===== config.mk =====
export PLATFORM = sky130hd
export DESIGN_NAME = affine_matrix_concat_flat
export DESIGN_NICKNAME = d
export VERILOG_FILES = /design/src/sv/amc_pkg.sv /design/src/sv/amc_chan_if.sv /design/src/sv/amc_front.sv /design/src/sv/amc_queue.sv /design/src/sv/amc_back.sv /design/src/sv/affine_matrix_concat.sv /design/src/flat_wrapper.sv
export SDC_FILE = /design/constraint.sdc
export NUM_CORES = 2
export LEC_CHECK = 0
export BUFFER_PORTS_ARGS = -buffer_cell sky130_fd_sc_hd__buf_4
export CAP_MARGIN = 20
export CORE_UTILIZATION = 50
export DETAILED_ROUTE_END_ITERATION = 10
export HOLD_SLACK_MARGIN = 0.12
export PLACE_DENSITY = 0.75
export SYNTH_ARGS = -nofsm -noshare
export SYNTH_HDL_FRONTEND = slang
export SYNTH_SLANG_ARGS = --single-unit

===== constraint.sdc =====
create_clock -name clock -period 21.6 [get_ports clock]
set_input_delay 2.16 -clock clock [delete_from_list [all_inputs] [get_ports clock]]
set_output_delay 2.16 -clock clock [all_outputs]
set_load 0.02 [all_outputs]

===== src/sv/amc_pkg.sv =====
// shared constants and types of the affine matrix concatenation block
package amc_pkg;

   // cell layout of one 3x4 matrix
   localparam int unsigned CELLS = 12;
   localparam int unsigned IDX_W = 4;
   localparam int unsigned FIELD_W = 32;

   localparam logic [IDX_W-1:0] LAST_CELL = 4'd11;
   localparam logic [1:0] ROW_LAST = 2'd2;
   localparam logic [1:0] COL_LAST = 2'd3;
   localparam logic [1:0] K_LAST = 2'd2;
   localparam logic [1:0] TRANS_COL = 2'd3;

   // matrix select codes
   localparam logic SEL_LEFT = 1'b0;
   localparam logic SEL_RIGHT = 1'b1;

   // command queue between front and back
   localparam int unsigned QUEUE_DEPTH = 2;
   localparam int unsigned PTR_W = $clog2(QUEUE_DEPTH);
   localparam int unsigned CNT_W = $clog2(QUEUE_DEPTH + 1);

   // one classified request
   typedef struct packed {
      logic                      write_en;
      logic                      which_matrix;
      logic [IDX_W-1:0]          cell_index;
      logic signed [FIELD_W-1:0] cell_value;
      logic                      compute;
   } amc_cmd_type;

   // back end sequencer states
   typedef enum logic [2:0] {
      ST_IDLE,
      ST_MUL_LO,
      ST_MUL_HI,
      ST_PROD,
      ST_ACC,
      ST_TRANS,
      ST_OUT
   } amc_state_type;

endpackage


===== src/sv/amc_chan_if.sv =====
// request and response channel interfaces
interface amc_req_if;
   logic                               valid;
   logic                               ready;
   logic                               which_matrix;
   logic [amc_pkg::IDX_W-1:0]          cell_index;
   logic signed [amc_pkg::FIELD_W-1:0] cell_value;
   logic                               compute;

   modport source(output valid, which_matrix, cell_index, cell_value, compute,
                  input ready);
   modport sink(input valid, which_matrix, cell_index, cell_value, compute,
                output ready);
endinterface

interface amc_rsp_if;
   logic                               valid;
   logic                               ready;
   logic [amc_pkg::IDX_W-1:0]          out_index;
   logic signed [amc_pkg::FIELD_W-1:0] out_value;
   logic                               saturated;
   logic                               last_cell;

   modport source(output valid, out_index, out_value, saturated, last_cell,
                  input ready);
   modport sink(input valid, out_index, out_value, saturated, last_cell,
                output ready);
endinterface


===== src/sv/amc_front.sv =====
// front end: accepts requests and classifies them into queue commands
module amc_front (
   amc_req_if.sink               req_bus,
   input  logic                  queue_full,
   output logic                  cmd_push,
   output amc_pkg::amc_cmd_type  cmd
);
   import amc_pkg::*;

   // accept whenever the queue has room
   assign req_bus.ready = !queue_full;
   assign cmd_push = req_bus.valid && !queue_full;

   // out-of-range cell indexes turn into commands that write no cell
   always_comb begin
      cmd.write_en = req_bus.cell_index < IDX_W'(CELLS);
      cmd.which_matrix = req_bus.which_matrix;
      cmd.cell_index = req_bus.cell_index;
      cmd.cell_value = req_bus.cell_value;
      cmd.compute = req_bus.compute;
   end

endmodule


===== src/sv/amc_queue.sv =====
// short command queue between front and back end
module amc_queue (
   input  logic                  clock,
   input  logic                  reset,
   input  logic                  cmd_push,
   input  amc_pkg::amc_cmd_type  push_cmd,
   output logic                  queue_full,
   input  logic                  cmd_pop,
   output logic                  head_valid,
   output amc_pkg::amc_cmd_type  head_cmd
);
   import amc_pkg::*;

   amc_cmd_type      slot_ff [QUEUE_DEPTH];
   logic [PTR_W-1:0] wr_ptr_ff, wr_ptr_in;
   logic [PTR_W-1:0] rd_ptr_ff, rd_ptr_in;
   logic [CNT_W-1:0] count_ff, count_in;

   // status
   assign queue_full = count_ff == CNT_W'(QUEUE_DEPTH);
   assign head_valid = count_ff != '0;
   assign head_cmd = slot_ff[rd_ptr_ff];

   // pointer and fill count update
   always_comb begin
      wr_ptr_in = cmd_push ? wr_ptr_ff + 1'b1 : wr_ptr_ff;
      rd_ptr_in = cmd_pop ? rd_ptr_ff + 1'b1 : rd_ptr_ff;
      count_in = count_ff + CNT_W'(cmd_push) - CNT_W'(cmd_pop);
   end

   always_ff @(posedge clock) begin
      if (reset) begin
         wr_ptr_ff <= '0;
         rd_ptr_ff <= '0;
         count_ff <= '0;
      end else begin
         wr_ptr_ff <= wr_ptr_in;
         rd_ptr_ff <= rd_ptr_in;
         count_ff <= count_in;
      end
   end

   // slot storage
   always_ff @(posedge clock) begin
      if (cmd_push) begin
         slot_ff[wr_ptr_ff] <= push_cmd;
      end
   end

endmodule


===== src/sv/amc_back.sv =====
// back end: matrix storage, shared multiply-accumulate sequencer, response register
module amc_back #(
   parameter int FRAC_BITS = 16,
   parameter int VALUE_WIDTH = 32
) (
   input  logic                  clock,
   input  logic                  reset,
   input  logic                  head_valid,
   input  amc_pkg::amc_cmd_type  head_cmd,
   output logic                  cmd_pop,
   amc_rsp_if.source             rsp_bus
);
   import amc_pkg::*;

   localparam int VW = VALUE_WIDTH;
   localparam int HW = (VW + 1) / 2;
   localparam int BHW = VW - HW;
   localparam int PPW = VW + HW + 1;
   localparam int PW = 2 * VW;
   localparam int AW = 2 * VW + 2;

   localparam logic signed [VW-1:0] VAL_MIN = {1'b1, {(VW - 1){1'b0}}};
   localparam logic signed [VW-1:0] VAL_MAX = {1'b0, {(VW - 1){1'b1}}};

   logic signed [VW-1:0] left_ff [CELLS];
   logic signed [VW-1:0] right_ff [CELLS];

   amc_state_type state_ff, state_in;
   logic [1:0] row_ff, row_in;
   logic [1:0] col_ff, col_in;
   logic [1:0] k_ff, k_in;
   logic signed [PPW-1:0] pp_ff, pp_in;
   logic signed [PW-1:0]  prod_ff, prod_in;
   logic signed [AW-1:0]  acc_ff, acc_in;

   logic                      rsp_valid_ff, rsp_valid_in;
   logic [IDX_W-1:0]          rsp_index_ff, rsp_index_in;
   logic signed [FIELD_W-1:0] rsp_value_ff, rsp_value_in;
   logic                      rsp_sat_ff, rsp_sat_in;
   logic                      rsp_last_ff, rsp_last_in;

   logic                  wr_left, wr_right;
   logic signed [VW-1:0]  wr_val;
   logic [IDX_W-1:0]      lidx, ridx;
   logic signed [VW-1:0]  op_a, op_b;
   logic [HW-1:0]         b_lo;
   logic signed [BHW-1:0] b_hi;
   logic signed [PPW-1:0] mul_b, mul;
   logic                  fits;
   logic signed [VW-1:0]  sat_val;
   logic                  out_free;

   // operand fetch: left row element (or translation term), right column element
   always_comb begin
      lidx = (state_ff == ST_TRANS) ? {row_ff, TRANS_COL} : {row_ff, k_ff};
      ridx = {k_ff, col_ff};
      op_a = left_ff[lidx];
      op_b = right_ff[ridx];
      b_lo = op_b[HW-1:0];
      b_hi = op_b[VW-1:HW];
   end

   // shared multiplier, one half of the right operand per cycle
   always_comb begin
      mul_b = (state_ff == ST_MUL_HI) ? PPW'(b_hi) : PPW'($signed({1'b0, b_lo}));
      mul = PPW'(op_a) * mul_b;
   end

   // saturation of the finished cell sum
   always_comb begin
      fits = (&acc_ff[AW-1:VW-1]) | ~(|acc_ff[AW-1:VW-1]);
      if (fits) begin
         sat_val = acc_ff[VW-1:0];
      end else if (acc_ff[AW-1]) begin
         sat_val = VAL_MIN;
      end else begin
         sat_val = VAL_MAX;
      end
   end

   assign out_free = !rsp_valid_ff || rsp_bus.ready;
   assign wr_val = VW'($signed(head_cmd.cell_value));

   // sequencer next state
   always_comb begin
      state_in = state_ff;
      row_in = row_ff;
      col_in = col_ff;
      k_in = k_ff;
      pp_in = pp_ff;
      prod_in = prod_ff;
      acc_in = acc_ff;
      cmd_pop = 1'b0;
      wr_left = 1'b0;
      wr_right = 1'b0;
      rsp_valid_in = rsp_valid_ff && !rsp_bus.ready;
      rsp_index_in = rsp_index_ff;
      rsp_value_in = rsp_value_ff;
      rsp_sat_in = rsp_sat_ff;
      rsp_last_in = rsp_last_ff;
      case (state_ff)
         ST_IDLE: begin
            if (head_valid) begin
               cmd_pop = 1'b1;
               wr_left = head_cmd.write_en && head_cmd.which_matrix == SEL_LEFT;
               wr_right = head_cmd.write_en && head_cmd.which_matrix == SEL_RIGHT;
               if (head_cmd.compute) begin
                  row_in = '0;
                  col_in = '0;
                  k_in = '0;
                  acc_in = '0;
                  state_in = ST_MUL_LO;
               end
            end
         end
         ST_MUL_LO: begin
            pp_in = mul;
            state_in = ST_MUL_HI;
         end
         ST_MUL_HI: begin
            prod_in = PW'(pp_ff);
            pp_in = mul;
            state_in = ST_PROD;
         end
         ST_PROD: begin
            prod_in = prod_ff + (PW'(pp_ff) <<< HW);
            state_in = ST_ACC;
         end
         ST_ACC: begin
            acc_in = acc_ff + AW'(prod_ff >>> FRAC_BITS);
            if (k_ff == K_LAST) begin
               k_in = '0;
               state_in = (col_ff == TRANS_COL) ? ST_TRANS : ST_OUT;
            end else begin
               k_in = k_ff + 2'd1;
               state_in = ST_MUL_LO;
            end
         end
         ST_TRANS: begin
            acc_in = acc_ff + AW'(op_a);
            state_in = ST_OUT;
         end
         ST_OUT: begin
            if (out_free) begin
               rsp_valid_in = 1'b1;
               rsp_index_in = {row_ff, col_ff};
               rsp_value_in = FIELD_W'(sat_val);
               rsp_sat_in = !fits;
               rsp_last_in = {row_ff, col_ff} == LAST_CELL;
               acc_in = '0;
               if (col_ff == COL_LAST) begin
                  col_in = '0;
                  if (row_ff == ROW_LAST) begin
                     state_in = ST_IDLE;
                  end else begin
                     row_in = row_ff + 2'd1;
                     state_in = ST_MUL_LO;
                  end
               end else begin
                  col_in = col_ff + 2'd1;
                  state_in = ST_MUL_LO;
               end
            end
         end
         default: begin
            state_in = ST_IDLE;
         end
      endcase
   end

   // control registers
   always_ff @(posedge clock) begin
      if (reset) begin
         state_ff <= ST_IDLE;
         row_ff <= '0;
         col_ff <= '0;
         k_ff <= '0;
         rsp_valid_ff <= 1'b0;
      end else begin
         state_ff <= state_in;
         row_ff <= row_in;
         col_ff <= col_in;
         k_ff <= k_in;
         rsp_valid_ff <= rsp_valid_in;
      end
   end

   // datapath and response payload registers
   always_ff @(posedge clock) begin
      pp_ff <= pp_in;
      prod_ff <= prod_in;
      acc_ff <= acc_in;
      rsp_index_ff <= rsp_index_in;
      rsp_value_ff <= rsp_value_in;
      rsp_sat_ff <= rsp_sat_in;
      rsp_last_ff <= rsp_last_in;
   end

   // matrix cells, zero after reset
   always_ff @(posedge clock) begin
      if (reset) begin
         for (int i = 0; i < CELLS; i++) begin
            left_ff[i] <= '0;
            right_ff[i] <= '0;
         end
      end else begin
         if (wr_left) begin
            left_ff[head_cmd.cell_index] <= wr_val;
         end
         if (wr_right) begin
            right_ff[head_cmd.cell_index] <= wr_val;
         end
      end
   end

   // response channel
   assign rsp_bus.valid = rsp_valid_ff;
   assign rsp_bus.out_index = rsp_index_ff;
   assign rsp_bus.out_value = rsp_value_ff;
   assign rsp_bus.saturated = rsp_sat_ff;
   assign rsp_bus.last_cell = rsp_last_ff;

endmodule


===== src/sv/affine_matrix_concat.sv =====
// top level of the affine 3x4 matrix concatenation block
//
//   channel   dir  handshake      payload
//   req_bus   in   valid/ready    which_matrix, cell_index, cell_value, compute
//   rsp_bus   out  valid/ready    out_index, out_value, saturated, last_cell
//
// a request is queued (two entries) and applied by the back end once its sequencer is idle.
// a compute request then runs 12 cells through one shared multiplier: per cell, for
// each k a low-half multiply, high-half multiply, product and accumulate step, then a
// translation add in the last column and the output step; a response stall holds the sequencer at that cell.
// reset is synchronous and clears both matrices, the queue and the response valid flag.
module affine_matrix_concat #(
   parameter int FRAC_BITS = 16,
   parameter int VALUE_WIDTH = 32
) (
   input logic        clock,
   input logic        reset,
   amc_req_if.sink    req_bus,
   amc_rsp_if.source  rsp_bus
);
   import amc_pkg::*;

   amc_cmd_type push_cmd;
   amc_cmd_type head_cmd;
   logic        cmd_push;
   logic        cmd_pop;
   logic        queue_full;
   logic        head_valid;

   // request classification
   amc_front u_front (
      .req_bus    (req_bus),
      .queue_full (queue_full),
      .cmd_push   (cmd_push),
      .cmd        (push_cmd)
   );

   // decoupling queue
   amc_queue u_queue (
      .clock      (clock),
      .reset      (reset),
      .cmd_push   (cmd_push),
      .push_cmd   (push_cmd),
      .queue_full (queue_full),
      .cmd_pop    (cmd_pop),
      .head_valid (head_valid),
      .head_cmd   (head_cmd)
   );

   // storage and multiply-accumulate sequencer
   amc_back #(
      .FRAC_BITS   (FRAC_BITS),
      .VALUE_WIDTH (VALUE_WIDTH)
   ) u_back (
      .clock      (clock),
      .reset      (reset),
      .head_valid (head_valid),
      .head_cmd   (head_cmd),
      .cmd_pop    (cmd_pop),
      .rsp_bus    (rsp_bus)
   );

`ifndef SYNTHESIS
   // the back end only takes a command that is there
   pop_needs_head: assert property (@(posedge clock) disable iff (reset)
      cmd_pop |-> head_valid)
      else $error("command popped from empty queue");

   // last cell marker matches the final cell position
   last_matches_index: assert property (@(posedge clock) disable iff (reset)
      rsp_bus.valid |-> (rsp_bus.last_cell == (rsp_bus.out_index == LAST_CELL)))
      else $error("last_cell does not match out_index");

   // no response right after reset
   quiet_after_reset: assert property (@(posedge clock)
      reset |=> !rsp_bus.valid)
      else $error("response valid after reset");
`endif

endmodule

===== src/flat_wrapper.sv =====
// flat-port wrapper written by rule: the top's interface ports become plain ports
module affine_matrix_concat_flat import amc_pkg::*;
#(
   parameter int FRAC_BITS = 16,
   parameter int VALUE_WIDTH = 32
)
  (clock, reset, req_bus_valid, req_bus_which_matrix, req_bus_cell_index, req_bus_cell_value, req_bus_compute, req_bus_ready, rsp_bus_valid, rsp_bus_out_index, rsp_bus_out_value, rsp_bus_saturated, rsp_bus_last_cell, rsp_bus_ready);
  amc_req_if req_bus_i ();
  amc_rsp_if rsp_bus_i ();
  input logic clock;
  input logic reset;
  input wire logic [$bits(req_bus_i.valid)-1:0] req_bus_valid;
  input wire logic [$bits(req_bus_i.which_matrix)-1:0] req_bus_which_matrix;
  input wire logic [$bits(req_bus_i.cell_index)-1:0] req_bus_cell_index;
  input wire logic [$bits(req_bus_i.cell_value)-1:0] req_bus_cell_value;
  input wire logic [$bits(req_bus_i.compute)-1:0] req_bus_compute;
  output wire logic [$bits(req_bus_i.ready)-1:0] req_bus_ready;
  output wire logic [$bits(rsp_bus_i.valid)-1:0] rsp_bus_valid;
  output wire logic [$bits(rsp_bus_i.out_index)-1:0] rsp_bus_out_index;
  output wire logic [$bits(rsp_bus_i.out_value)-1:0] rsp_bus_out_value;
  output wire logic [$bits(rsp_bus_i.saturated)-1:0] rsp_bus_saturated;
  output wire logic [$bits(rsp_bus_i.last_cell)-1:0] rsp_bus_last_cell;
  input wire logic [$bits(rsp_bus_i.ready)-1:0] rsp_bus_ready;
  assign req_bus_i.valid = req_bus_valid;
  assign req_bus_i.which_matrix = req_bus_which_matrix;
  assign req_bus_i.cell_index = req_bus_cell_index;
  assign req_bus_i.cell_value = req_bus_cell_value;
  assign req_bus_i.compute = req_bus_compute;
  assign req_bus_ready = req_bus_i.ready;
  assign rsp_bus_valid = rsp_bus_i.valid;
  assign rsp_bus_out_index = rsp_bus_i.out_index;
  assign rsp_bus_out_value = rsp_bus_i.out_value;
  assign rsp_bus_saturated = rsp_bus_i.saturated;
  assign rsp_bus_last_cell = rsp_bus_i.last_cell;
  assign rsp_bus_i.ready = rsp_bus_ready;
  affine_matrix_concat #(.FRAC_BITS(FRAC_BITS), .VALUE_WIDTH(VALUE_WIDTH)) u_core (.clock(clock), .reset(reset), .req_bus(req_bus_i), .rsp_bus(rsp_bus_i));
endmodule

After elaboration in Yosys (flattened, before gate mapping)
Memories as Yosys holds them, arrays and structs flattened. A register that Yosys moved wholly into a read port is not among the register bits.
Cells that the tools add are included.
{"block": "totals", "memories": 3, "ff_bits": 231, "wordCells": 129, "out_inout_bits": 40, "ram_bits": 846}
{"block": "classes", "eq_ne": 16, "n_reduce_logical": 26, "mux": 54, "n_bitwise": 3, "n_mul": 1, "n_addsub": 10, "order_cmp": 1}
{"name": "u_core.u_back.left_ff", "depth": 12, "word_bits": 32, "read_ports": 1, "rd_ports_with_merged_regs": 0, "write_ports": 12, "line_no": "amc_back.sv:25", "text": "logic signed [VW-1:0] left_ff [CELLS];"}
{"name": "u_core.u_back.right_ff", "depth": 12, "word_bits": 32, "read_ports": 1, "rd_ports_with_merged_regs": 0, "write_ports": 12, "line_no": "amc_back.sv:26", "text": "logic signed [VW-1:0] right_ff [CELLS];"}
{"name": "u_core.u_queue.slot_ff", "depth": 2, "word_bits": 39, "read_ports": 1, "rd_ports_with_merged_regs": 1, "write_ports": 1, "line_no": "amc_queue.sv:14", "text": "amc_cmd_type slot_ff [QUEUE_DEPTH];"}
{"cell": "$pmux W66 S4", "count": 1}
{"cell": "$mux W66", "count": 3}
{"cell": "$mux W32", "count": 4}
{"cell": "$pmux W64 S2", "count": 1}
{"cell": "$add A66 B32 Y66", "count": 1}
{"cell": "$add A66 B48 Y66", "count": 1}
{"cell": "$add A64 B64 Y64", "count": 1}
{"cell": "$reduce_or A32 Y1", "count": 2}
{"cell": "$mul A32 B49 Y49", "count": 1}
{"cell": "$mux W49", "count": 1}
{"cell": "$reduce_and A35 Y1", "count": 1}
{"cell": "$reduce_or A35 Y1", "count": 1}
{"cell": "$mux W1", "count": 23}
{"cell": "$pmux W3 S7", "count": 1}
{"cell": "$mux W2", "count": 10}
{"cell": "$mux W3", "count": 5}
{"cell": "$pmux W2 S2", "count": 3}
{"cell": "$eq A3 B3 Y1 const B", "count": 3}
{"cell": "$eq A2 B2 Y1 const B", "count": 4}
{"cell": "$mux W4", "count": 2}
{"cell": "$reduce_and A4 Y1", "count": 2}
{"cell": "$reduce_bool A2 Y1", "count": 4}
{"cell": "$add A2 B1 Y2 const B", "count": 3}
{"cell": "$eq A3 B2 Y1 const B", "count": 2}
{"cell": "19 further kinds", "count": 31}

Depth between registers and ports, before layout
{"block": "logic_depth", "depth_word": 9, "ltp_mapped": 36, "mapped_depth_nobuf": 33}

Cells and area by module
From an unflattened synthesis, not the netlist that was laid out.
{"block": "unflattened", "cells_unflattened": 6720, "hier_area_um2": 85519.5}
{"module": "amc_back", "seq_area_each_um2": 36985.5, "instances": 1, "area_each_um2": 82141.3, "cells_per_inst": 6537}
{"module": "amc_queue", "seq_area_each_um2": 2442.3, "instances": 1, "area_each_um2": 3079.2, "cells_per_inst": 142}
{"module": "amc_front", "seq_area_each_um2": 0.0, "instances": 1, "area_each_um2": 299.0, "cells_per_inst": 41}

Least setup slack after synthesis
Ideal clock, no wire load.
{"block": "synth_timing", "path_kind": "register to register", "from": "reg u_core.u_back.state_ff[1]", "to": "reg u_core.u_back.pp_ff[41], data pin", "stages_incl_launch_ff": 31, "n_path_buf": 4, "path_slack_ps": 10808, "required_time_ps": 21334, "arrival_time_ps": 10526, "period_less_slack_ps": 10792, "setup_time_ps": 266, "cell_sequence": "dfxtp_1 nor2b_1 clkbuf_1 nor2b_1 clkbuf_1 buf_1 nand2_1 clkbuf_1 or2_2 fa_1 fa_1 inv_1 fa_1 inv_1 fa_1 inv_1 fa_1 fa_1 fa_1 fa_1 ha_1 a21o_1 a21o_1 a21o_1 a31o_1 or4_1 and2_1 a221o_1 a2111oi_2 nor3_1 xor2_1"}
{"block": "synth_via", "elab_chain_cells": 4, "word_cells_on_any_way": 6, "cone_classes": "1 x mul; 2 x eq/ne; 2 x mux; 1 x memory"}
{"item": "start, declared", "line_no": "amc_back.sv:28", "text": "amc_state_type state_ff, state_in;"}
{"item": "start signal, assigned", "line_no": "amc_back.sv:180", "text": "state_ff <= state_in;"}
{"item": "$eq A3 B3 Y1", "line_no": "amc_back.sv:55", "text": "lidx = (state_ff == ST_TRANS) ? {row_ff, TRANS_COL} : {row_ff, k_ff};"}
{"item": "$mux W2", "line_no": "amc_back.sv:55"}
{"item": "$mem_v2 Z12 W32"}
{"item": "$mul A32 B49 Y49 (*)", "line_no": "amc_back.sv:66", "text": "mul = PPW'(op_a) * mul_b;"}
{"item": "via u_core.u_back.mul[41]", "line_no": "amc_back.sv:48", "text": "logic signed [PPW-1:0] mul_b, mul;"}
{"item": "end signal, assigned", "line_no": "amc_back.sv:190", "text": "pp_ff <= pp_in;"}
{"item": "end, declared", "line_no": "amc_back.sv:32", "text": "logic signed [PPW-1:0] pp_ff, pp_in;"}
Mark *: on every way through the listed nets, which the timed path passes. The rest lies on a longest branch.
A chain may end at the register's enable or synchronous reset.

Worst setup path after layout
Ends and elaborated chain as after synthesis.

==> out/results.ini <==
[outcome]
status = finished, final reports clean

[timing]
finalCritPeriodShare = 0.602
fin_hold_ws_ns = 0.519
tns_ns = 0
slew-limit-headroom = 0.237
final_hold_viol_count = 0
finClkSkew_ns = 0.0480
final.min_clock_period_ns = 12.99
finalSetupViolCount = 0
fmax_mhz = 77.0
worst_slew_pin_slew_ns = 1.14
rsz0062_at_grt = no
layout_setup_ws_ns = 8.61
drv_slew = 0

[logic_synthesis]
synth_cell_type_count = 85
syn_nets = 7507
seq_area_frac_synth = 0.481
ys_ff_latch = 1318
synth-async-reset-ratio = 0
synthFlopType = edfxtp_1
synth_edf_count = 1303
syn-instance-count = 6556
yosysWarningCount = 0
syn-mean-instance-area_um2 = 12.5
syn_area_mm2 = 0.0820

[grt]
antenna_found_initial = 5
grt_max_degree = 98
grt_pass1_vias = 54700
grt_overflow_total = 0
groute.usage.overall = 0.270
grt_pass1_wl_um = 333000

[power_and_ir_drop]
finalPower_uw = 15500
power.internal_uw = 8580
p_comb_frac = 0.617
pwr-share-clk = 0.145
p_seq_frac = 0.238
peakVddDrop_uv = 268
p_sw_uw = 6900
p_leak_uw = 0.0366
p_per_area_mw_per_mm2 = 172
switching_share = 0.446

[final_layout]
final_common_cell = edfxtp_1
syn2layout_area_growth_pct = 9.48
drive_gt1_frac = 0.127
final_util = 0.552
seqCellArea_mm2 = 0.0394
multi_input_area_mm2 = 0.0392
fin_nets = 7490
layout_common_cells = edfxtp_1 (1303), nor2_1 (1188), inv_1 (646)
fill_cells = 12900

[cts]
post_cts_resized = 0
cts_tree = done
hold_buffers = 0
cts_setup_buffers = 0
cts_sinks = 1318
clkSlewWorstSetupHoldPaths_ns = 0.06
clock_path_buffers = 3
cts_buffers = 134
htree_levels = 4
clockRootBuffer = clkbuf_16
clk_latency_ns = 0.81

[floorplanning]
rows = 148
die_width_um = 407
dieHeight_um = 407
die_area_mm2 = 0.166
top_level_ports = 82
start_util = 0.504
coreArea_mm2 = 0.163

[drt]
vias = 52700
dr.pass1.iters = 6
routedWlPerCell_um = 25.1
drt-initial-drc-count = 6330
wl_um = 221000
avgViaCountPerCell = 5.98
drc = 0
drtAntennaViolNets = 0

[setup_path]
reg2reg_depth = 25
critPathLaunchType = register
crit_arrival_ns = 13.51
crit_type = reg2reg
reg2reg_setup_slack_ns = 8.61
r2r-end = u_core.u_back.pp_ff[41]
critical_path.endpoint_type = register
worstPathMaxFanout = 55
r2r_start = u_core.u_back.state_ff[1]
cp.required_ns = 22.12

[hold_path]
holdPathEnd = u_core.u_back.rsp_bus.out_index[2]
whs_path_depth = 0
hp-class = reg2reg
hold_start = u_core.u_back.row_ff[0]

[place]
dp_hpwl_um = 148000
pre_cts_ws_ns = 8.78
gp_congestion = 0.919
port_buffers = 81

[job]
drv_cap = 0

-- synth_stat cells (4+ instances only) --
library cell / n / share of area
and3_1: 14 / 0.0011
nor2b_1: 86 / 0.0066
nor3_1: 29 / 0.0018
o21ai_0: 148 / 0.0090
ha_1: 270 / 0.041
and4_1: 4 / 0.00043
a311oi_1: 4 / 0.00043
xor2_1: 60 / 0.0064
nor3b_1: 4 / 0.00037
nand3_1: 50 / 0.0030
clkbuf_1: 304 / 0.014
xnor2_1: 102 / 0.011
o31ai_1: 12 / 0.0011
mux4_2: 223 / 0.061
dfxtp_1: 15 / 0.0037
and2_1: 18 / 0.0014
fa_1: 639 / 0.16
edfxtp_1: 1303 / 0.48
a221oi_1: 6 / 0.00064
nor4_1: 13 / 0.00099
inv_1: 647 / 0.030
nand2_1: 269 / 0.012
a31o_2: 4 / 0.00043
or2_2: 55 / 0.0042
nand4_1: 35 / 0.0027
a31oi_1: 15 / 0.0011
o21ai_1: 6 / 0.00037
buf_2: 52 / 0.0032
a21o_1: 115 / 0.011
a21boi_0: 6 / 0.00055
o21a_1: 22 / 0.0020
mux2_2: 39 / 0.0054
a21oi_1: 162 / 0.0099
mux2i_1: 320 / 0.039
a41oi_1: 4 / 0.00043
a211o_1: 4 / 0.00043
buf_4: 6 / 0.00055
o211ai_1: 12 / 0.0011
o22ai_1: 4 / 0.00030
a211oi_1: 18 / 0.0016
buf_1: 10 / 0.00046
o21bai_1: 23 / 0.0021
nand2b_1: 171 / 0.013
nor2_1: 1190 / 0.054
-- through the flow --
| step | instances | area [um^2] |
|---|---|---|
| CTS | 8814 | 89600 |
| global placement | 8568 | 85400 |
| detailed placement | 8570 | 85400 |
| finish | 8823 | 89800 |
| global route | 8823 | 89800 |
| floorplan | 6556 | 82000 |
-- cell families after synthesis --
group,synth area share
AOI/OAI and AO/OA,0.0475
muxes,0.106
adders and majority gates,0.197
DFF,0.481
and+or+nand+nor,0.104
buffers and inverters,0.0479
xor gates and xnor gates,0.0175
-- critical path, cell delays in order (launching register included) --
cell and delay, ns:
dfxtp_1 0.62, nor2b_4 0.18, a21oi_4 0.86, buf_4 0.89
buf_4 0.92, mux2i_1 0.20, mux4_2 0.52, mux2_2 0.45
or2_2 0.39, fa_1 0.74, fa_1 0.56, fa_1 0.57
fa_1 0.88, inv_1 0.38, fa_1 0.55, fa_1 0.57
fa_1 0.44, fa_1 0.47, ha_1 0.37, a21o_1 0.22
or4_1 0.58, and2_1 0.20, a221o_1 0.38, a2111oi_2 0.38
nor3_1 0.10, xor2_1 0.15
-- worst max-delay path by stage --
stage | cells past startpoint | from | end
4_1_cts | 25 | u_core.u_back.state_ff[1] | u_core.u_back.pp_ff[41]
3_3_place_gp | 25 | u_core.u_back.state_ff[2] | u_core.u_back.pp_ff[41]
3_5_place_dp | 25 | u_core.u_back.state_ff[1] | u_core.u_back.pp_ff[41]
2_1_floorplan | 30 | u_core.u_back.state_ff[1] | u_core.u_back.pp_ff[41]
6_report | 25 | u_core.u_back.state_ff[1] | u_core.u_back.pp_ff[41]
5_1_grt | 25 | u_core.u_back.state_ff[1] | u_core.u_back.pp_ff[41]
-- layout make-up --
type	instances	area share
Multi-Input combinational cell	4217	0.436
Antenna cell	1	0.0000279
Clock buffer	165	0.0389
Sequential cell	1318	0.439
Inverter	647	0.0270
Clock inverter	79	0.00801
Tap cell	2175	0.0303
Timing Repair Buffer	221	0.0203
-- sequential cells by signal, indices dropped and copies added (netlist names), 2 cells and up, named ones only --
| name | count |
|---|---|
| u_core.u_back.state_ff | 3 |
| u_core.u_back.acc_ff | 66 |
| u_core.u_back.prod_ff | 48 |
| u_core.u_back.rsp_bus.out_value | 32 |
| u_core.u_back.pp_ff | 49 |
| u_core.u_back.right_ff | 512 |
| u_core.u_back.k_ff | 2 |
| u_core.u_queue.slot_ff | 78 |
| u_core.u_back.row_ff | 2 |
| u_core.u_back.col_ff | 2 |
| u_core.u_back.left_ff | 512 |
| u_core.u_queue.count_ff | 2 |
| u_core.u_back.rsp_bus.out_index | 4 |
-- metal layers --
| layer | GRT usage | vias to the layer above | share of wire |
|---|---|---|---|
| li1 | - | 22500 | - |
| met1 | 0.349 | 26600 | 0.37 |
| met2 | 0.445 | 3128 | 0.48 |
| met3 | 0.0529 | 549 | 0.11 |
| met4 | 0.118 | 0 | 0.045 |
| met5 | 0 | - | 0 |
-- power by group through the flow --
stage          clock, uW  combinational [uW]  sequential, uW
4_1_cts             2260                9430            3670
3_5_place_dp           0                9380            3720
6_report            2250                9550            3680
5_1_grt             2360               10600            3690
2_1_floorplan          0                7070            3620
3_3_place_gp           0                9100            3720
Power figures use the tool's default switching activity.
